[src/hw/rtl/sbtr_pkg.sv]
`timescale 1ns / 1ps
`default_nettype none
// ----------------------------------------------------------------------------
// sbtr_pkg: shared types and constants for the scaled bitmap text renderer
// Field widths, command encoding, register indexes and the row expander.
// ----------------------------------------------------------------------------
package sbtr_pkg;

  // Font geometry
  localparam int GLYPH_ROWS  = 5;
  localparam int GLYPH_COUNT = 256;
  localparam int MAX_SCALE   = 8;
  localparam int ROW_BITS    = 8;
  localparam int STORE_DEPTH = GLYPH_COUNT * GLYPH_ROWS;

  // Field widths fixed by the interface
  localparam int MODE_W  = 2;
  localparam int CODE_W  = 8;
  localparam int ADDR_W  = 11;
  localparam int DATA_W  = 8;
  localparam int COORD_W = 16;
  localparam int SCALE_W = 4;
  localparam int ADV_W   = 8;
  localparam int COLOR_W = 32;
  localparam int MASK_W  = 64;
  localparam int SPAN_W  = 7;
  localparam int CFG_IDX_W  = 3;
  localparam int CFG_DATA_W = 32;

  // Derived counter widths
  localparam int GLYPH_W = (GLYPH_COUNT > 1) ? $clog2(GLYPH_COUNT) : 1;
  localparam int ROW_W   = (GLYPH_ROWS > 1) ? $clog2(GLYPH_ROWS) : 1;
  localparam int REP_W   = (MAX_SCALE > 1) ? $clog2(MAX_SCALE) : 1;

  // Command queue depth
  localparam int QUEUE_DEPTH = 4;
  localparam int QPTR_W      = $clog2(QUEUE_DEPTH);

  // Input mode codes
  localparam logic [MODE_W-1:0] MODE_DRAW = 2'd0;
  localparam logic [MODE_W-1:0] MODE_FONT = 2'd1;
  localparam logic [MODE_W-1:0] MODE_HOME = 2'd2;

  localparam logic [CODE_W-1:0] NEWLINE_CODE = 8'd10;

  // Register indexes
  localparam logic [CFG_IDX_W-1:0] REG_ORIGIN_X  = 3'd0;
  localparam logic [CFG_IDX_W-1:0] REG_ORIGIN_Y  = 3'd1;
  localparam logic [CFG_IDX_W-1:0] REG_X_SCALE   = 3'd2;
  localparam logic [CFG_IDX_W-1:0] REG_Y_SCALE   = 3'd3;
  localparam logic [CFG_IDX_W-1:0] REG_ADVANCE_X = 3'd4;
  localparam logic [CFG_IDX_W-1:0] REG_ADVANCE_Y = 3'd5;
  localparam logic [CFG_IDX_W-1:0] REG_INK_COLOR = 3'd6;

  typedef struct packed {
    logic [MODE_W-1:0] mode;
    logic [CODE_W-1:0] char_code;
    logic [ADDR_W-1:0] font_addr;
    logic [DATA_W-1:0] font_data;
  } in_item_t;

  typedef struct packed {
    logic [COORD_W-1:0] x_start;
    logic [COORD_W-1:0] y_pos;
    logic [MASK_W-1:0]  pixel_mask;
    logic [SPAN_W-1:0]  span_width;
    logic [COLOR_W-1:0] color;
    logic               last;
  } out_item_t;

  typedef struct packed {
    logic [COORD_W-1:0] origin_x;
    logic [COORD_W-1:0] origin_y;
    logic [SCALE_W-1:0] x_scale;
    logic [SCALE_W-1:0] y_scale;
    logic [ADV_W-1:0]   advance_x;
    logic [ADV_W-1:0]   advance_y;
    logic [COLOR_W-1:0] ink_color;
  } cfg_t;

  // Classified command passed from front end to back end
  typedef enum logic [1:0] {
    OP_DRAW,
    OP_FONT,
    OP_HOME,
    OP_NEWLINE
  } op_t;

  typedef struct packed {
    op_t               op;
    logic [ADDR_W-1:0] addr;   // glyph base for draw, store address for font
    logic [DATA_W-1:0] data;
  } cmd_t;

  typedef enum logic {
    ST_IDLE,
    ST_EMIT
  } state_t;

  // Clamp a scale register to 1 .. MAX_SCALE
  function automatic logic [SCALE_W-1:0] eff_scale(logic [SCALE_W-1:0] s);
    logic [SCALE_W-1:0] r;
    if (s == '0) begin
      r = SCALE_W'(1);
    end else if (s > SCALE_W'(MAX_SCALE)) begin
      r = SCALE_W'(MAX_SCALE);
    end else begin
      r = s;
    end
    return r;
  endfunction

  // Repeat each source bit xs times, bit 7 lands at mask bit 0
  function automatic logic [MASK_W-1:0] expand_row(logic [DATA_W-1:0] bits,
                                                   logic [SCALE_W-1:0] xs);
    logic [MASK_W-1:0] m;
    m = '0;
    for (int s = 1; s <= MAX_SCALE; s++) begin
      if (xs == SCALE_W'(s)) begin
        for (int i = 0; i < ROW_BITS; i++) begin
          for (int j = 0; j < s; j++) begin
            m[i*s+j] = bits[ROW_BITS-1-i];
          end
        end
      end
    end
    return m;
  endfunction

endpackage
`default_nettype wire

[src/hw/rtl/sbtr_front.sv]
`timescale 1ns / 1ps
`default_nettype none
// ----------------------------------------------------------------------------
// sbtr_front: input stage
// Accepts input transactions, drops the ones without effect and turns the
// rest into draw, font, home or newline commands for the queue.
// ----------------------------------------------------------------------------
module sbtr_front (
  input  wire                 clk,
  input  wire                 rst_n,
  input  wire                 in_valid,
  output logic                in_ready,
  input  sbtr_pkg::in_item_t  in_data,
  output logic                cmd_valid,
  input  wire                 cmd_ready,
  output sbtr_pkg::cmd_t      cmd_data
);

  logic           valid_r, valid_nxt;
  sbtr_pkg::cmd_t cmd_r, cmd_nxt;
  logic           keep;
  logic           accept;

  // Classify the incoming transaction
  always_comb begin
    keep             = 1'b0;
    cmd_nxt.op       = sbtr_pkg::OP_DRAW;
    cmd_nxt.addr     = sbtr_pkg::ADDR_W'(
                         in_data.char_code[sbtr_pkg::GLYPH_W-1:0] * sbtr_pkg::GLYPH_ROWS);
    cmd_nxt.data     = in_data.font_data;
    case (in_data.mode)
      sbtr_pkg::MODE_DRAW: begin
        keep = 1'b1;
        if (in_data.char_code == sbtr_pkg::NEWLINE_CODE) begin
          cmd_nxt.op = sbtr_pkg::OP_NEWLINE;
        end
      end
      sbtr_pkg::MODE_FONT: begin
        cmd_nxt.op   = sbtr_pkg::OP_FONT;
        cmd_nxt.addr = in_data.font_addr;
        keep         = in_data.font_addr < sbtr_pkg::ADDR_W'(sbtr_pkg::STORE_DEPTH);
      end
      sbtr_pkg::MODE_HOME: begin
        cmd_nxt.op = sbtr_pkg::OP_HOME;
        keep       = 1'b1;
      end
      default: keep = 1'b0;
    endcase
  end

  // Hold one command until the queue takes it
  assign in_ready  = !valid_r || cmd_ready;
  assign accept    = in_valid && in_ready;
  assign cmd_valid = valid_r;
  assign cmd_data  = cmd_r;

  always_comb begin
    valid_nxt = valid_r;
    if (accept) begin
      valid_nxt = keep;
    end else if (cmd_ready) begin
      valid_nxt = 1'b0;
    end
  end

  always_ff @(posedge clk) begin
    if (!rst_n) begin
      valid_r <= 1'b0;
    end else begin
      valid_r <= valid_nxt;
    end
  end

  always_ff @(posedge clk) begin
    if (accept) begin
      cmd_r <= cmd_nxt;
    end
  end

endmodule
`default_nettype wire

[config.mk]
export PLATFORM = sky130hd
export DESIGN_NAME = sbtr_front
export DESIGN_NICKNAME = d
export VERILOG_FILES = /design/src/hw/rtl/sbtr_pkg.sv /design/src/hw/rtl/sbtr_front.sv
export SDC_FILE = /design/constraint.sdc
export NUM_CORES = 1
export LEC_CHECK = 0
export BUFFER_PORTS_ARGS = -buffer_cell sky130_fd_sc_hd__buf_2
export CAP_MARGIN = 20
export CELL_PAD_IN_SITES_DETAIL_PLACEMENT = 2
export CELL_PAD_IN_SITES_GLOBAL_PLACEMENT = 2
export CORE_UTILIZATION = 28
export DETAILED_ROUTE_END_ITERATION = 10
export GPL_TIMING_DRIVEN = 0
export HOLD_SLACK_MARGIN = 0.03
export PLACE_DENSITY = 0.89
export SETUP_SLACK_MARGIN = 0.1
export SLEW_MARGIN = 20
export SYNTH_ARGS = -nofsm -noshare
export SYNTH_HDL_FRONTEND = slang
export SYNTH_SLANG_ARGS = --single-unit
[constraint.sdc]
create_clock -name clk -period 2.8 [get_ports clk]
set_clock_uncertainty 0.1 [all_clocks]
set_input_delay 0.56 -clock clk [delete_from_list [all_inputs] [get_ports clk]]
set_output_delay 0.56 -clock clk [all_outputs]
set_load 0.05 [all_outputs]
After elaboration in Yosys (flattened, before gate mapping)
Index checks and enable logic that the tools add are counted.
{ "totals": {"ff_bits": 22, "word_cells": 21} }
{ "op_classes": {"multipliers": 1, "magnitude_cmp": 1, "n_eq_ne": 3, "muxes": 6, "n_reduce_logical": 6} }
{ "op_table": {"columns": ["op", "count"], "rows": [
  ["< comparator 11 bit, second input constant", 1],
  ["multiplier 8 x 3 -> 11 bit, second input constant", 1],
  ["two-way mux 11 bit", 1],
  ["equality test 8 x 4 -> 1 bit, second input constant", 1],
  ["case mux 2 bit (3 select lines)", 1],
  ["equality test 2 x 1 -> 1 bit, second input constant", 1],
  ["equality test 2 bit, second input constant", 1],
  ["logical NOT 2 bit", 1],
  ["two-way mux 1 bit", 2],
  ["two-way mux 2 bit", 1],
  ["case mux 1 bit (2 select lines)", 1],
  ["nonzero test 2 bit", 1],
  ["OR reduction 2 bit", 1],
  ["logical AND 1 bit", 1],
  ["logical NOT 1 bit", 1],
  ["logical OR 1 bit", 1]
]} }

Longest topological paths before layout
{ "depth": {"depth_word": 4, "depth_mapped": 8} }

Worst setup path before layout
No wires, ideal clock.
{ "synth_timing": {"path_type": "in2reg", "startpoint": "in in_data[20] (netlist name)", "endpoint": "reg cmd_r (netlist bit cmd_data[17]) (data pin)", "t_arrival_ns": 2.133, "slack_ns": 0.306, "cell_stages": 8, "path_buffers": 0, "cell_sequence": "ha_1 -> ha_1 -> inv_1 -> fa_1 -> nor2b_4 -> o31a_1 -> or2_0 -> a221o_1"} }
{ "synth_rtl": {"columns": ["element", "line", "text"], "rows": [
  ["start, declared", "sbtr_front.sv:13", "input sbtr_pkg::in_item_t in_data,"],
  ["end signal, assigned", "sbtr_front.sv:76", "cmd_r <= cmd_nxt;"],
  ["end, declared", "sbtr_front.sv:20", "sbtr_pkg::cmd_t cmd_r, cmd_nxt;"]
]} }

==> flow_summary_export.csv <==
group,metric,value,unit
worst_hold_path,hold_end,"cmd_data[6]",
setup_path,r2r_slack,1.09,ns
setup_path,crit_fanout,3,
outcome,status,"complete, no violations",
floorplan,core_area,0.004086,mm^2
setup_path,r2r-start,"cmd_valid",
power,combPwrFrac,0.306,
sta,fin_ws,0.2617,ns
power,switching_share,0.3416,
placed_design,post-place-cells,199,
grt,grt_start_max_net_pins,22,
sta,post-route-period-util,0.9065,
floorplan,initial_utilization,0.2964,
worst_hold_path,hold_class,"in2reg",
placed_design,place.gp.congestion,0.7174,
cts,numCtsBuffers,3,
route,ant_nets,0,
cts,root_buffer,"clkbuf_8",
power,seqPwrFrac,0.436,
worst_hold_path,hp-start,"in_data[6]",
power,switching_power,318.2,uW
synth,synth_area_leader_cell,"edfxtp_1",
final_layout,instances_no_fill,203,
route,dr.pass1.iters,4,
cts,cts_resized,0,
sta,rsz0062_at_grt,"no",
route,wl_per_cell,19.56,um
setup_path,crit_path_end_kind,"flop",
floorplan,fp-row-count,23,
power,p_int,613.3,uW
setup_path,startpoint_type,"input port",
job,maxCapViolCount,0,
route,wl,3971,um
sta,slew-limit-headroom,0.3323,
sta,drv_slew,0,
floorplan,ios,56,
synth,synth_cell_types,31,
setup_path,r2r_end,"cmd_data[12]",
cts,clk_path_buf_depth,2,
power,irDropWorstVdd,0.1921,mV
route,via_per_inst,5.000,
synth,syn_area,0.001211,mm^2
setup_path,worstPathArrival,2.47,ns
sta,hold_violations,0,
grt,grt_pass1_wl,5816,um
cts,cts_hold_buffers,0,
synth,syn_area_per_cell,12.88,um^2
cts,cts.sinks,22,
synth,synthTopCellsByArea,"edfxtp_1, ha_1, mux2_1",
route,dr_total_vias,1015,
synth,ys_ff_latch,22,
synth,ys_warn_count,0,
sta,setup_violations,0,
power,p_leak,0.0007141,uW
synth,yosysTopAreaCellShare,0.5207,
setup_path,crit_required,2.73,ns
cts,clk_pin_slew,0.09,ns
worst_hold_path,hold_depth,1,
final_layout,nets,200,
placed_design,dp_slack,-0.01839,ns
final_layout,diodes,0,
grt,grt_use_total,0.1808,
setup_path,ff2ff_path_depth,2,
floorplan,dieArea,0.004593,mm^2
floorplan,dieWidth,67.77,um
placed_design,dpl.hpwl,3076,um
grt,antenna_found_initial,0,
grt,overflow,0,
final_layout,fill_cells,449,
cts,cts_tree,"done",
setup_path,path_class,"in2reg",
sta,max_freq,394.0,MHz
placed_design,io_buffers,55,
power,clockPowerShare,0.258,
final_layout,syn_to_final_growth,32.44,%
synth,synthesis.nets,140,
power,p_per_area,580.7,mW/mm^2
cts,h-tree-depth,1,
grt,grt_pass1_vias,1170,
sta,tightest_slew,1.002,ns
cts,insertion_delay,0.28,ns
synth,ys_seq_area_frac,0.5372,
route,drt_iter0_markers,37,
synth,syn_inst,94,
final_layout,drive_above_1_share,0.4052,
floorplan,die_y,67.77,um
route,post-route-drc-count,0,
cts,post_cts.repair.setup_buffers,0,
sta,finalCriticalPeriod,2.538,ns
[critical path, stage by stage]
cell	delay [ns]
buf_2	0.13
ha_1	0.31
ha_1	0.25
inv_1	0.08
fa_1	0.26
nor2b_4	0.06
o31a_1	0.29
or2_0	0.21
a221o_1	0.33
[logic make-up (layout without fill, tap and decap cells)]
logic type / Yosys count / after routing / share of synthesized area
AOI/OAI and AO/OA: 22 / 22 / 0.1250
DFF: 22 / 22 / 0.5372
and+or+nand+nor: 22 / 22 / 0.09918
adders and majority gates: 13 / 13 / 0.1405
xor gates and xnor gates: 5 / 5 / 0.03616
muxes: 5 / 5 / 0.04545
buffers and inverters: 5 / 64 / 0.01652
[stage by stage]
step	hold WS [ns]	TNS, ns	util	total power [uW]	cell area [um^2]
4_1_cts	0.3520	0	0.3925	936.4	1604
3_3_place_gp	0.4030	0	0.3791	676.9	1549
2_1_floorplan	0.5589	0	-	608.9	1211
6_report	0.3564	0	0.3925	931.5	1604
3_5_place_dp	0.4521	-0.01839	0.3791	696.0	1549
5_1_grt	0.3516	0	0.3925	965.2	1604
[state kept, by name, summed over array words and instances (netlist names)]
| name | flops |
|---|---|
| cmd_data | 21 |
| cmd_valid | 1 |
[worst max-delay path by stage]
stage / endpoint / slack, ns / cells past startpoint / from
2_1_floorplan: cmd_data[17] / 0.31 / 8 / in_data[20]
3_3_place_gp: cmd_data[17] / 0.07 / 9 / in_data[20]
3_5_place_dp: cmd_data[17] / -0.02 / 9 / in_data[20]
4_1_cts: cmd_data[17] / 0.25 / 9 / in_data[20]
5_1_grt: cmd_data[17] / 0.18 / 9 / in_data[20]
6_report: cmd_data[17] / 0.26 / 9 / in_data[20]
[area by class of cell]
| type | instances | area [um^2] | area share |
|---|---|---|---|
| Buffer | 2 | 8.758 | 0.005460 |
| Clock buffer | 4 | 55.05 | 0.03432 |
| Inverter | 3 | 11.26 | 0.007020 |
| Multi-Input combinational cell | 67 | 540.5 | 0.3370 |
| Sequential cell | 22 | 650.6 | 0.4056 |
| Tap cell | 50 | 62.56 | 0.03900 |
| Timing Repair Buffer | 55 | 275.3 | 0.1716 |
[per-layer routing]
| metal | track usage | routed length, um | vias to the layer above | part of all wire |
|---|---|---|---|---|
| met4 | 0.09115 | 72 | 0 | 0.018 |
| met1 | 0.1850 | 1562 | 487 | 0.39 |
| met2 | 0.3478 | 2056 | 48 | 0.52 |
| met3 | 0.02872 | 280 | 7 | 0.071 |
| met5 | 0 | 0 | - | 0 |
| li1 | - | - | 473 | - |
[placed cells by master (no fill, tap or decap), types with 4 or more instances in the layout]
cell type  synthesis  final
clkbuf_8           0      4
buf_2              1     56
ha_1              12     12
o21ai_0            5      5
nor2_1             6      6
a21oi_1            4      4
edfxtp_1          21     21
mux2_1             4      4
nand2_1            4      4
[Yosys cell counts (all sizes together)]
| library cell | count |
|---|---|
| edfxtp | 21 |
| ha | 12 |
| nor2 | 6 |
| o21ai | 5 |
| a21oi | 4 |
| mux2 | 4 |
| nand2 | 4 |
| o21a | 4 |
| inv | 3 |
| nor3 | 3 |
| nor4 | 3 |
| xor2 | 3 |
| a211oi | 2 |
| a21o | 2 |
| a221o | 2 |
| nor2b | 2 |
| xnor2 | 2 |
| a211o | 1 |
| a21boi | 1 |
| and2 | 1 |
| buf | 1 |
| clkbuf | 1 |
| dfxtp | 1 |
| fa | 1 |
| mux2i | 1 |
| nand2b | 1 |
| nor4bb | 1 |
| o31a | 1 |
| or2 | 1 |
[power by group through the flow]
stage	logic, uW	registers (uW)	clock network (uW)
3_5_place_dp	283	413	0
5_1_grt	305	408	252
3_3_place_gp	267	410	0
2_1_floorplan	100	509	0
4_1_cts	287	406	243
6_report	285	406	241
No activity file was read; power rests on OpenSTA's default activity.
