--- src/hw/rtl/sbtr_pkg.sv ---
`timescale 1ns / 1ps
`default_nettype none
// ----------------------------------------------------------------------------
// sbtr_pkg: shared types and constants for the scaled bitmap text renderer
// Field widths, command encoding, register indexes and the row expander.
// ----------------------------------------------------------------------------
package sbtr_pkg;

  // Font geometry
  localparam int GLYPH_ROWS  = 5;
  localparam int GLYPH_COUNT = 256;
  localparam int MAX_SCALE   = 8;
  localparam int ROW_BITS    = 8;
  localparam int STORE_DEPTH = GLYPH_COUNT * GLYPH_ROWS;

  // Field widths fixed by the interface
  localparam int MODE_W  = 2;
  localparam int CODE_W  = 8;
  localparam int ADDR_W  = 11;
  localparam int DATA_W  = 8;
  localparam int COORD_W = 16;
  localparam int SCALE_W = 4;
  localparam int ADV_W   = 8;
  localparam int COLOR_W = 32;
  localparam int MASK_W  = 64;
  localparam int SPAN_W  = 7;
  localparam int CFG_IDX_W  = 3;
  localparam int CFG_DATA_W = 32;

  // Derived counter widths
  localparam int GLYPH_W = (GLYPH_COUNT > 1) ? $clog2(GLYPH_COUNT) : 1;
  localparam int ROW_W   = (GLYPH_ROWS > 1) ? $clog2(GLYPH_ROWS) : 1;
  localparam int REP_W   = (MAX_SCALE > 1) ? $clog2(MAX_SCALE) : 1;

  // Command queue depth
  localparam int QUEUE_DEPTH = 4;
  localparam int QPTR_W      = $clog2(QUEUE_DEPTH);

  // Input mode codes
  localparam logic [MODE_W-1:0] MODE_DRAW = 2'd0;
  localparam logic [MODE_W-1:0] MODE_FONT = 2'd1;
  localparam logic [MODE_W-1:0] MODE_HOME = 2'd2;

  localparam logic [CODE_W-1:0] NEWLINE_CODE = 8'd10;

  // Register indexes
  localparam logic [CFG_IDX_W-1:0] REG_ORIGIN_X  = 3'd0;
  localparam logic [CFG_IDX_W-1:0] REG_ORIGIN_Y  = 3'd1;
  localparam logic [CFG_IDX_W-1:0] REG_X_SCALE   = 3'd2;
  localparam logic [CFG_IDX_W-1:0] REG_Y_SCALE   = 3'd3;
  localparam logic [CFG_IDX_W-1:0] REG_ADVANCE_X = 3'd4;
  localparam logic [CFG_IDX_W-1:0] REG_ADVANCE_Y = 3'd5;
  localparam logic [CFG_IDX_W-1:0] REG_INK_COLOR = 3'd6;

  typedef struct packed {
    logic [MODE_W-1:0] mode;
    logic [CODE_W-1:0] char_code;
    logic [ADDR_W-1:0] font_addr;
    logic [DATA_W-1:0] font_data;
  } in_item_t;

  typedef struct packed {
    logic [COORD_W-1:0] x_start;
    logic [COORD_W-1:0] y_pos;
    logic [MASK_W-1:0]  pixel_mask;
    logic [SPAN_W-1:0]  span_width;
    logic [COLOR_W-1:0] color;
    logic               last;
  } out_item_t;

  typedef struct packed {
    logic [COORD_W-1:0] origin_x;
    logic [COORD_W-1:0] origin_y;
    logic [SCALE_W-1:0] x_scale;
    logic [SCALE_W-1:0] y_scale;
    logic [ADV_W-1:0]   advance_x;
    logic [ADV_W-1:0]   advance_y;
    logic [COLOR_W-1:0] ink_color;
  } cfg_t;

  // Classified command passed from front end to back end
  typedef enum logic [1:0] {
    OP_DRAW,
    OP_FONT,
    OP_HOME,
    OP_NEWLINE
  } op_t;

  typedef struct packed {
    op_t               op;
    logic [ADDR_W-1:0] addr;   // glyph base for draw, store address for font
    logic [DATA_W-1:0] data;
  } cmd_t;

  typedef enum logic {
    ST_IDLE,
    ST_EMIT
  } state_t;

  // Clamp a scale register to 1 .. MAX_SCALE
  function automatic logic [SCALE_W-1:0] eff_scale(logic [SCALE_W-1:0] s);
    logic [SCALE_W-1:0] r;
    if (s == '0) begin
      r = SCALE_W'(1);
    end else if (s > SCALE_W'(MAX_SCALE)) begin
      r = SCALE_W'(MAX_SCALE);
    end else begin
      r = s;
    end
    return r;
  endfunction

  // Repeat each source bit xs times, bit 7 lands at mask bit 0
  function automatic logic [MASK_W-1:0] expand_row(logic [DATA_W-1:0] bits,
                                                   logic [SCALE_W-1:0] xs);
    logic [MASK_W-1:0] m;
    m = '0;
    for (int s = 1; s <= MAX_SCALE; s++) begin
      if (xs == SCALE_W'(s)) begin
        for (int i = 0; i < ROW_BITS; i++) begin
          for (int j = 0; j < s; j++) begin
            m[i*s+j] = bits[ROW_BITS-1-i];
          end
        end
      end
    end
    return m;
  endfunction

endpackage
`default_nettype wire

--- src/hw/rtl/sbtr_queue.sv ---
`timescale 1ns / 1ps
`default_nettype none
// ----------------------------------------------------------------------------
// sbtr_queue: command queue
// Small FIFO between the input stage and the render engine.
// ----------------------------------------------------------------------------
module sbtr_queue (
  input  wire             clk,
  input  wire             rst_n,
  input  wire             push_valid,
  output logic            push_ready,
  input  sbtr_pkg::cmd_t  push_data,
  output logic            pop_valid,
  input  wire             pop_ready,
  output sbtr_pkg::cmd_t  pop_data
);

  localparam int CNT_W = $clog2(sbtr_pkg::QUEUE_DEPTH + 1);

  sbtr_pkg::cmd_t                entry_r [sbtr_pkg::QUEUE_DEPTH];
  logic [sbtr_pkg::QPTR_W-1:0]   wr_ptr_r, wr_ptr_nxt;
  logic [sbtr_pkg::QPTR_W-1:0]   rd_ptr_r, rd_ptr_nxt;
  logic [CNT_W-1:0]              count_r, count_nxt;
  logic                          do_push, do_pop;

  assign push_ready = count_r != CNT_W'(sbtr_pkg::QUEUE_DEPTH);
  assign pop_valid  = count_r != '0;
  assign pop_data   = entry_r[rd_ptr_r];
  assign do_push    = push_valid && push_ready;
  assign do_pop     = pop_valid && pop_ready;

  // Advance pointers and occupancy
  always_comb begin
    wr_ptr_nxt = wr_ptr_r;
    rd_ptr_nxt = rd_ptr_r;
    count_nxt  = count_r;
    if (do_push) begin
      wr_ptr_nxt = (wr_ptr_r == sbtr_pkg::QPTR_W'(sbtr_pkg::QUEUE_DEPTH - 1)) ?
                   '0 : wr_ptr_r + 1'b1;
    end
    if (do_pop) begin
      rd_ptr_nxt = (rd_ptr_r == sbtr_pkg::QPTR_W'(sbtr_pkg::QUEUE_DEPTH - 1)) ?
                   '0 : rd_ptr_r + 1'b1;
    end
    if (do_push && !do_pop) begin
      count_nxt = count_r + 1'b1;
    end else if (do_pop && !do_push) begin
      count_nxt = count_r - 1'b1;
    end
  end

  always_ff @(posedge clk) begin
    if (!rst_n) begin
      wr_ptr_r <= '0;
      rd_ptr_r <= '0;
      count_r  <= '0;
    end else begin
      wr_ptr_r <= wr_ptr_nxt;
      rd_ptr_r <= rd_ptr_nxt;
      count_r  <= count_nxt;
    end
  end

  // Store the pushed command
  always_ff @(posedge clk) begin
    if (do_push) begin
      entry_r[wr_ptr_r] <= push_data;
    end
  end

endmodule
`default_nettype wire

--- config.mk ---
export PLATFORM = sky130hd
export DESIGN_NAME = sbtr_queue
export DESIGN_NICKNAME = d
export VERILOG_FILES = /design/src/hw/rtl/sbtr_pkg.sv /design/src/hw/rtl/sbtr_queue.sv
export SDC_FILE = /design/constraint.sdc
export NUM_CORES = 1
export LEC_CHECK = 0
export ABC_AREA = 1
export BUFFER_PORTS_ARGS = -buffer_cell sky130_fd_sc_hd__buf_2
export CORE_UTILIZATION = 40
export DETAILED_ROUTE_END_ITERATION = 7
export PLACE_DENSITY = 0.6
export SYNTH_ARGS = -nofsm -noshare
export SYNTH_HDL_FRONTEND = slang
export SYNTH_SLANG_ARGS = --single-unit
--- constraint.sdc ---
create_clock -name clk -period 2.2 [get_ports clk]
set_clock_uncertainty 0.1 [all_clocks]
set_input_delay 0.11 -clock clk [delete_from_list [all_inputs] [get_ports clk]]
set_output_delay 0.11 -clock clk [all_outputs]
set_load 0.02 [all_outputs]
# Word-level counts from Yosys, hierarchy flattened
# Memories as Yosys holds them, arrays and structs flattened. A register that Yosys moved wholly into a read port is not among the register bits.
# Index checks and enable logic that the tools add are counted.
[word_totals]
memories = 1
ram_bits = 84
regBits = 7
wordCells = 27
output_inout_bits = 23
[mem_list]
columns = ["name", "depth", "width", "rd", "rd_clocked_by_memory_dff", "wr", "line", "text"]
rows = [
  ["entry_r", 4, 21, 1, 1, 1, "sbtr_queue.sv:20", "sbtr_pkg::cmd_t entry_r [sbtr_pkg::QUEUE_DEPTH];"],
]
[op_classes]
reduce_logical = 8
mux = 8
eq_ne = 3
n_addsub = 4
[op_table]
columns = ["operator", "n"]
rows = [
  ["2-bit two-way mux", 4],
  ["3-bit two-way mux", 2],
  ["2-bit by 1-bit adder with 2-bit output (second input constant)", 2],
  ["2-bit == test (second input constant)", 2],
  ["1-bit logical AND", 4],
  ["3-bit by 1-bit adder with 3-bit output (second input constant)", 1],
  ["3-bit inequality test (second input constant)", 1],
  ["3-bit nonzero test", 1],
  ["3-bit by 1-bit subtractor with 3-bit output (second input constant)", 1],
  ["1-bit logical NOT", 2],
  ["1-bit two-way mux", 2],
  ["2-bit nonzero test", 1],
]

# Longest topological paths before layout
# Gate-level depths: netlist of run 1.
[logic_depth]
ltp_word = 6
depth_mapped = 13
ltp_nobuf = 13

# Worst setup path after synthesis of run 1
# No wires, ideal clock.
[synth_path]
path_kind = "register to register"
from = "reg count_r[1]"
to = "mem entry_r[3][0] (netlist bit), enable pin"
required_time_ns = 1.701
stages_incl_launch_ff = 5
slack_ns = 0.108
arrival_ns = 1.593
setup_time_ns = 0.399
period_less_slack_ns = 2.092
cell_sequence = "dfxtp_1 > nor2_2 > nand2_2 > nand2_4 > nor2_1"
[synth_between]
elab_chain_len = 4
[synth_lines]
columns = ["element", "line", "text"]
rows = [
  ["from (decl)", "sbtr_queue.sv:23", "logic [CNT_W-1:0] count_r, count_nxt;"],
  ["from (signal assigned)", "sbtr_queue.sv:60", "count_r <= count_nxt;"],
  ["3-bit inequality test", "sbtr_queue.sv:26", "assign push_ready = count_r != CNT_W'(sbtr_pkg::QUEUE_DEPTH);"],
  ["via push_ready", "sbtr_queue.sv:11", "output logic push_ready,"],
  ["1-bit logical AND", "sbtr_queue.sv:29", "assign do_push = push_valid && push_ready;"],
  ["1-bit two-way mux", "sbtr_queue.sv:66", "if (do_push) begin"],
  ["1-bit two-way mux (not written as such)", "sbtr_queue.sv:67", "entry_r[wr_ptr_r] <= push_data;"],
  ["to (decl)", "sbtr_queue.sv:20", ""],
]
# The timed path passes the listed nets, and every way through them passes these cells.

==> results of run 1 <==
-- metrics by stage --
stage | utilization [%] | cells | cell area, sq um | setup WS [ns] | hold slack, ns
after global placement | 45.3 | 424 | 3990 | 0.328 | 0.224
final | 50.1 | 464 | 4410 | 0.189 | 0.0228
after detailed placement | 45.3 | 424 | 3990 | 0.258 | 0.231
after global routing | 50.1 | 464 | 4410 | 0.0445 | 0.0311
after floorplan | - | 274 | 3670 | 0.108 | 0.109
after CTS | 50.1 | 464 | 4410 | 0.166 | 0.0126
-- timing repair --
| item | 4_1_cts | 5_1_grt |
|---|---|---|
| hold endpoints to repair | 93 | 0 |
| gates resized for setup | 0 | 0 |
| setup buffers | 0 | 0 |
| hold buffers | 24 | 0 |
-- layer usage --
metal	up-vias	track usage, %
met1	1091	18.6
met5	-	0
met4	0	7.23
met2	57	26.2
li1	1136	-
met3	8	4.29
-- path summary, 6_finish.rpt --
check | slack (ns) | cells after the start | endpoint
worst max-delay path | 0.19 | 5 | pop_data[12]
worst min-delay path | 0.02 | 4 | rd_ptr_r[1]
worst max register to register | 0.24 | 9 | count_r[1]
worst min register to register | 0.43 | 2 | count_r[0]
-- critical path: stages, from the launching register on --
cell and delay [ns]:
dfxtp_1 0.32, buf_4 0.30, buf_4 0.29, o21ai_0 0.12, o22ai_1 0.22, buf_2 0.21
-- area by class of cell --
class | instances | area (sq um)
timing repair buffer | 79 | 536
inverter | 17 | 71.3
clock buffer | 9 | 124
multi-input combinational | 151 | 781
fill | 781 | 4390
clock inverter | 7 | 62.6
tap | 108 | 135
sequential | 93 | 2700
-- registers in the layout, summed over array words and instances, names as in the netlist, named ones only --
name      flops
count_r       3
entry_r      84
rd_ptr_r      2
wr_ptr_r      2
-- power groups by stage --
stage / clock network, mW / registers (mW) / logic, mW
3_3_place_gp: 0 / 2.28 / 1.64
5_1_grt: 1.15 / 2.26 / 1.87
2_1_floorplan: 0 / 2.27 / 1.23
4_1_cts: 1.07 / 2.24 / 1.72
3_5_place_dp: 0 / 2.28 / 1.68
6_report: 1.04 / 2.24 / 1.70
-- cells in the mapped netlist --
master / n / area (sq um)
buf_4: 2 / 15.0
buf_8: 3 / 45.0
buf_6: 4 / 45.0
nand2_1: 11 / 41.3
edfxtp_1: 84 / 2520
nand2_4: 1 / 11.3
inv_8: 1 / 11.3
nand3_1: 1 / 5.00
nand2_2: 3 / 18.8
inv_1: 16 / 60.1
nor2_1: 58 / 218
ha_1: 6 / 75.1
fa_1: 1 / 20.0
buf_2: 4 / 20.0
nand3b_1: 1 / 7.51
nand4_1: 1 / 6.26
nor2_2: 1 / 6.26
o21ai_1: 22 / 110
a21oi_1: 2 / 10.0
o21ai_0: 22 / 110
o22ai_1: 21 / 131
dfxtp_1: 9 / 180
-- cell families after synthesis --
family                   Yosys count  synth area share (%)
flip-flops                        93                  73.6
buffers and inverters             30                  5.35
AND/OR/NAND/NOR                   77                  8.56
AO/OA/AOI/OAI                     67                  9.85
adder cells (fa/ha/maj)            7                  2.59
==> run_results.csv, run 1 <==
group,metric,value,unit
floorplan,die_area,9560,sq um
cts,clkLatencyLatePin,0.35,ns
outcome,outcome,"complete, but fails checks",
power_and_ir_drop,p_int,3.14,mW
min_path,hold_path_class,"in -> reg",
logic_synthesis,ys_ff_latch,93,
timing,rsz0062_at_grt,"false",
worst_setup_path,worstSetupPathType,"reg -> out",
timing,slew_violations,0,
layout,final_common_cell,"edfxtp_1",
route,met1_length,3000,microns
floorplan,core-area,8810,sq um
power_and_ir_drop,p_total,4.99,mW
cts,cts_buffers,9,
route,drt_iter0_drc,106,
route,route.met3.wl,358,microns
cts,clock-root-buffer,"clkbuf_8",
power_and_ir_drop,pwr_density_cell,1130,nW/um^2
timing,hold_violations,0,
layout,most-common-layout-cells,"edfxtp_1, nor2_1, buf_2",
route,post_drt_wl_per_cell,14.8,microns
worst_setup_path,startpoint_type,"flop",
power_and_ir_drop,peakVddDrop,0.670,mV
timing,final.period_utilization,91.4,%
timing,tightest_slew,0.481,ns
cts,tritoncts,"yes",
logic_synthesis,synth.distinct_cells,22,
timing,min_period,2.01,ns
power_and_ir_drop,switchingPower,1.85,mW
power_and_ir_drop,clock_power_share,20.9,%
timing,fmax,497,MHz
grt,grt_first_pass_wirelength,11100,microns
grt,grt_max_degree,43,
worst_setup_path,crit_path_end_kind,"primary output",
worst_setup_path,path_max_fanout,25,
place,io_buffers,47,
layout,nNetsFinal,383,
power_and_ir_drop,p_leak,1.63,nW
cts,max-clock-path-buffers,2,
outcome,violations,"DRC",
route,drtPass1Iterations,6,
layout,antenna_cells,0,
floorplan,start_util,41.7,%
logic_synthesis,yosys_warnings,0,
cts,clkSinkCount,93,
grt,grt_pass1_vias,2284,
min_path,holdCritStartpoint,"pop_ready",
place,routabilityCongestion,0.704,
timing,slew_headroom,67.9,%
job,cap_violations,0,
logic_synthesis,syn-num-nets,306,
power_and_ir_drop,p_comb_share,34.1,%
floorplan,chipWidth,97.8,microns
layout,drive_gt1_share,22.8,%
floorplan,row_count,34,
grt,grt-ovfl-total,0,
worst_setup_path,crit_required,1.99,ns
power_and_ir_drop,switching_share,37.0,%
worst_setup_path,arrival,1.80,ns
cts,path_clk_slew,0.09,ns
grt,antenna_found_initial,0,
logic_synthesis,yosysSeqAreaShare,73.6,%
logic_synthesis,syn-instance-count,274,
logic_synthesis,avgSynthCellArea,13.4,sq um
floorplan,io_pins,48,
power_and_ir_drop,seqPwrFrac,45.0,%
worst_setup_path,r2r-start,"count_r[1]",
place,hpwlAfterDp,3960,microns
route,dr_wl_met2,3370,microns
route,num_vias,2292,
route,avgViaCountPerCell,4.94,
timing,tns,0,ns
grt,track_usage,15.5,%
cts,cts.htree.levels,3,
route,drt_wl_total,6850,microns
route,dr.max_layer_used,"met4",
floorplan,die_h,97.8,microns
timing,setup_viol,0,
route,drc_errors,8,
layout,area_growth,20.2,%
logic_synthesis,syn_area,3670,sq um
route,drtAntennaViolNets,0,
No activity file was read; power rests on OpenSTA's default activity.
==> inputs of run 2 (changes only) <==
--- a/config.mk
+++ b/config.mk
@@ -7,6 +7,7 @@
 export LEC_CHECK = 0
 export ABC_AREA = 1
 export BUFFER_PORTS_ARGS = -buffer_cell sky130_fd_sc_hd__buf_2
+export CORE_MARGIN = 2
 export CORE_UTILIZATION = 40
 export DETAILED_ROUTE_END_ITERATION = 7
 export PLACE_DENSITY = 0.6
==> constraint.sdc (replaced) <==
create_clock -name clk -period 2.2 [get_ports clk]
set_clock_uncertainty 0.1 [all_clocks]
set_input_delay 0.44 -clock clk [delete_from_list [all_inputs] [get_ports clk]]
set_output_delay 0.44 -clock clk [all_outputs]
set_load 0.02 [all_outputs]
==> run 2 against run 1 <==
- the run now ends clean
- critical path depth unchanged
- first-iteration DRC count is 30% lower
- combinational power about the same
==> run_results.csv, run 2 (synthesis results as in run 1) <==
group,metric,value,unit
worst_setup_path,crit_slowest_cell,"dfxtp_2",
timing,hold_violations,0,
timing,slew_violations,0,
power_and_ir_drop,p_leak,1.59,nW
place,pre_cts_ws,0.283,ns
cts,clock-root-buffer,"clkbuf_8",
layout,antenna_cells,0,
power_and_ir_drop,switching_share,34.9,%
floorplan,start_util,41.7,%
grt,grt-ovfl-total,0,
worst_setup_path,reg2reg_slack,0.28,ns
worst_setup_path,worstSetupPathType,"reg -> out",
min_path,hold_end,"entry_r[3][1]",
min_path,hold_path_class,"in -> reg",
power_and_ir_drop,switchingPower,1.83,mW
worst_setup_path,r2r-start,"count_r[1]",
timing,tns,0,ns
route,drtPass1Iterations,4,
floorplan,die_area,9960,sq um
worst_setup_path,crit_path_end_kind,"primary output",
worst_setup_path,crit_buf_inv,3,
worst_setup_path,rr_endpoint,"count_r[1]",
cts,path_clk_slew,0.09,ns
worst_setup_path,arrival,1.53,ns
cts,cts.htree.levels,3,
worst_setup_path,critPathMaxStageDelay,0.36,ns
layout,nNetsFinal,365,
worst_setup_path,reg2reg_depth,9,
job,cap_violations,0,
place,io_buffers,47,
grt,grt_max_degree,43,
route,drt_wl_total,6860,microns
power_and_ir_drop,peakVddDrop,0.723,mV
outcome,outcome,"complete, no violations",
route,drt_iter0_drc,74,
layout,multi_input_area,781,sq um
route,drtAntennaViolNets,0,
timing,setup_viol,0,
cts,max-clock-path-buffers,2,
timing,fmax,483,MHz
grt,grt_first_pass_wirelength,10400,microns
route,post_drt_wl_per_cell,15.4,microns
floorplan,row_count,34,
worst_setup_path,startpoint_type,"flop",
timing,slew_headroom,74.0,%
power_and_ir_drop,p_int,3.40,mW
route,num_vias,2217,
cts,tritoncts,"yes",
layout,seqCellArea,2710,sq um
timing,min_period,2.07,ns
min_path,min_path_cells,1,
layout,top_register,"entry_r",
cts,post_cts_buffers,0,
layout,drive_gt1_share,26.3,%
layout,largest_reg_flops,84,
layout,most-common-layout-cells,"edfxtp_1, nor2_1, buf_2",
cts,ctsResizeCount,0,
worst_setup_path,crit_family,"buffers and inverters",
power_and_ir_drop,clock_power_share,23.8,%
cts,cts_buffers,9,
worst_setup_path,path_cells,"buf_12, inv_12, nor2_1, o22ai_1, buf_2",
grt,grt_pass1_vias,2070,
timing,tightest_slew,0.390,ns
place,hpwlAfterDp,4310,microns
layout,final_common_cell,"edfxtp_1",
worst_setup_path,path_max_fanout,42,
floorplan,chipWidth,99.8,microns
place,routabilityCongestion,0.715,
cts,hold_buffers,0,
layout,fillers,784,
floorplan,die_h,99.8,microns
floorplan,io_pins,48,
timing,setup_slack,0.129,ns
timing,final.period_utilization,94.1,%
power_and_ir_drop,seqPwrFrac,43.3,%
route,avgViaCountPerCell,4.97,
grt,antenna_found_initial,0,
min_path,holdCritStartpoint,"push_data[1]",
timing,rsz0062_at_grt,"false",
layout,area_growth,17.2,%
grt,track_usage,14.1,%
cts,clkLatencyLatePin,0.36,ns
power_and_ir_drop,pwr_density_cell,1220,nW/um^2
layout,largest_registers,"entry_r (84), count_r (3)",
floorplan,core-area,8810,sq um
worst_setup_path,crit_required,1.66,ns
cts,clkSinkCount,93,
power_and_ir_drop,p_comb_share,33.0,%
route,drc_errors,0,
[run 2: layout make-up]
cell class | instances | share of cell area, %
inverters | 17 | 1.77
repair buffers | 61 | 8.90
clock inverters | 7 | 2.27
multi-input cells | 151 | 18.2
flip-flops and latches | 93 | 62.9
clock buffers | 9 | 2.88
well taps | 108 | 3.14
[run 2: power groups by stage]
stage          Sequential, mW  Combinational, mW  Clock, mW
2_1_floorplan            2.27               1.23          0
3_3_place_gp             2.29               1.69          0
3_5_place_dp             2.30               1.71          0
4_1_cts                  2.26               1.72       1.27
5_1_grt                  2.29               1.91       1.33
6_report                 2.26               1.73       1.24
[run 2: how the worst max path moves through the flow]
stage	from	endpoint	slack (ns)	cells past startpoint
detailed placement	count_r[1]	count_r[1]	0.28	9
CTS	flop	pop_data[4]	0.03	5
floorplan	count_r[1]	entry_r[3][0]	0.11	4
finish	flop	pop_data[4]	0.13	5
global placement	count_r[1]	count_r[1]	0.35	9
global route	flop	pop_data[19]	0.04	5
[run 2: metrics by stage]
| stage | total power, mW | cells | hold slack [ns] | util [%] | area, sq um |
|---|---|---|---|---|---|
| after global routing | 5.53 | 446 | 0.175 | 48.8 | 4300 |
| after detailed placement | 4.01 | 429 | 0.415 | 46.0 | 4050 |
| after global placement | 3.98 | 429 | 0.405 | 46.0 | 4050 |
| final | 5.23 | 446 | 0.196 | 48.8 | 4300 |
| after CTS | 5.24 | 445 | 0.183 | 48.5 | 4270 |
| after floorplan | 3.50 | 274 | 0.391 | - | 3670 |
[run 2: routing by layer]
layer,wire [microns],vias up,global-route usage (%),share of wire [%]
met5,0,-,0,0
met4,46,0,6.01,0.67
met3,308,4,4.25,4.5
met2,3410,41,22.6,50
met1,3100,1067,17.9,45
li1,-,1105,-,-
==> inputs of run 3 (changes only) <==
--- a/config.mk
+++ b/config.mk
@@ -10,7 +10,7 @@
 export CORE_MARGIN = 2
 export CORE_UTILIZATION = 40
 export DETAILED_ROUTE_END_ITERATION = 7
-export PLACE_DENSITY = 0.6
+export PLACE_DENSITY = 0.58
 export SYNTH_ARGS = -nofsm -noshare
 export SYNTH_HDL_FRONTEND = slang
 export SYNTH_SLANG_ARGS = --single-unit
==> run 3 against run 2 <==
- non-clock buffer count down 4
- combinational power barely moved
- total power shrank 0.94%
- worst hold slack got worse by 0.00098 ns
- register-to-register slack worse by 0.02 ns
- routed wire length down 0.92%
- sequential cell count unchanged
- final area shrank 1.0%
- via count rose by 0.90%
- highest routed layer unchanged
- largest cell class unchanged
==> run_results.csv, run 3 (synthesis results as in run 1) <==
group,metric,value,unit
layout,largest_reg_flops,84,
route,num_vias,2237,
route,drt_wl_total,6800,microns
place,hpwlAfterDp,3790,microns
place,place_area,4000,sq um
timing,slew_headroom,77.0,%
place,io_buffers,47,
layout,multi_input_area,781,sq um
layout,antenna_cells,0,
route,avgViaCountPerCell,5.06,
timing,hold_violations,0,
route,drtAntennaViolNets,0,
grt,antenna_found_initial,0,
worst_setup_path,crit_family,"buffers and inverters",
layout,final_common_cell,"edfxtp_1",
timing,tightest_slew,0.344,ns
route,post_drt_wl_per_cell,15.4,microns
timing,setup_slack,0.0988,ns
cts,cts.htree.levels,3,
grt,grt_max_degree,44,
worst_setup_path,crit_path_end_kind,"primary output",
timing,setup_viol,0,
floorplan,io_pins,48,
layout,nNetsFinal,361,
cts,tritoncts,"yes",
grt,grt-ovfl-total,0,
layout,most-common-layout-cells,"edfxtp_1, nor2_1, buf_2",
timing,slew_violations,0,
worst_setup_path,startpoint_type,"flop",
grt,grt_pass1_vias,2149,
route,drc_errors,0,
worst_setup_path,critPathMaxStageDelay,0.36,ns
layout,area_growth,16.0,%
floorplan,row_count,34,
min_path,hold_path_class,"in -> reg",
grt,grt_first_pass_wirelength,10500,microns
power_and_ir_drop,p_int,3.38,mW
grt,track_usage,14.2,%
place,pre_cts_ws,0.254,ns
power_and_ir_drop,clock_power_share,23.2,%
cts,clkLatencyLatePin,0.35,ns
outcome,outcome,"complete, no violations",
floorplan,chipWidth,99.8,microns
cts,cts_buffers,9,
floorplan,core-area,8810,sq um
timing,fmax,476,MHz
power_and_ir_drop,switchingPower,1.80,mW
floorplan,die_h,99.8,microns
route,drtPass1Iterations,4,
layout,fillers,781,
cts,clkSinkCount,93,
power_and_ir_drop,peakVddDrop,0.582,mV
route,drt_iter0_drc,93,
power_and_ir_drop,pwr_density_cell,1220,nW/um^2
timing,rsz0062_at_grt,"false",
layout,top_register,"entry_r",
layout,drive_gt1_share,25.1,%
timing,hold_slack,0.195,ns
worst_setup_path,arrival,1.56,ns
worst_setup_path,path_max_fanout,42,
floorplan,start_util,41.7,%
worst_setup_path,worstSetupPathType,"reg -> out",
floorplan,die_area,9960,sq um
worst_setup_path,r2r-start,"count_r[1]",
layout,largest_registers,"entry_r (84), count_r (3)",
job,cap_violations,0,
min_path,holdCritStartpoint,"push_data[1]",
power_and_ir_drop,switching_share,34.8,%
worst_setup_path,path_cells,"buf_12, inv_12, nor2_1, o22ai_1, buf_2",
layout,fin_area,4260,sq um
cts,max-clock-path-buffers,2,
layout,seqCellArea,2700,sq um
cts,path_clk_slew,0.09,ns
worst_setup_path,crit_slowest_cell,"dfxtp_2",
timing,final.period_utilization,95.5,%
cts,hold_buffers,0,
cts,clock-root-buffer,"clkbuf_8",
power_and_ir_drop,p_comb_share,33.2,%
worst_setup_path,crit_required,1.66,ns
power_and_ir_drop,seqPwrFrac,43.6,%
place,routabilityCongestion,0.744,
power_and_ir_drop,p_leak,1.56,nW
timing,min_period,2.10,ns
timing,tns,0,ns
worst_setup_path,crit_buf_inv,3,
==> run 3: cell types whose count changed in the layout (fill, tap and decap cells not counted), sizes merged <==
cell    delta
buf        -4
inv        -3
clkinv     +3
==> run 3: metrics by stage <==
step	cells	total power, mW	utilization, %
3_5_place_dp	424	3.97	45.4
3_3_place_gp	424	3.95	45.4
5_1_grt	442	5.49	48.4
6_report	442	5.18	48.4
2_1_floorplan	274	3.50	-
4_1_cts	440	5.16	47.8
==> run 3: path summary, 6_finish.rpt <==
| kind | end | slack [ns] | cells after the start |
|---|---|---|---|
| setup / recovery | pop_data[5] | 0.1 | 5 |
| setup reg to reg | count_r[1] | 0.26 | 9 |
| hold / removal | entry_r[2][1] | 0.20 | 1 |
| hold reg to reg | count_r[0] | 0.43 | 2 |
==> run 3: per-layer routing <==
layer / vias to the layer above / GRT usage [%] / wire, microns
met3: 13 / 4.25 / 371
met5: - / 0 / 0
li1: 1093 / - / -
met4: 0 / 8.01 / 157
met2: 52 / 22.8 / 3270
met1: 1079 / 17.1 / 3000
==> run 3: area by class of cell <==
class / instances / share of cell area [%]
well taps: 108 / 3.17
flip-flops and latches: 93 / 63.5
clock buffers: 9 / 2.91
repair buffers: 57 / 8.08
multi-input cells: 151 / 18.3
clock inverters: 7 / 2.12
inverters: 17 / 1.88
==> run 3: power groups by stage <==
stage | Clock, mW | Sequential, mW | Combinational [mW]
final | 1.20 | 2.26 | 1.72
after global routing | 1.29 | 2.29 | 1.91
after CTS | 1.23 | 2.25 | 1.68
after detailed placement | 0 | 2.29 | 1.68
after global placement | 0 | 2.28 | 1.66
after floorplan | 0 | 2.27 | 1.23
==> run 3: repair_timing <==
| action | 4_1_cts | 5_1_grt |
|---|---|---|
| endpoints found under the setup margin | 0 | 12 |
| resized for setup | 0 | 5 |
| buffers inserted | 0 | 1 |
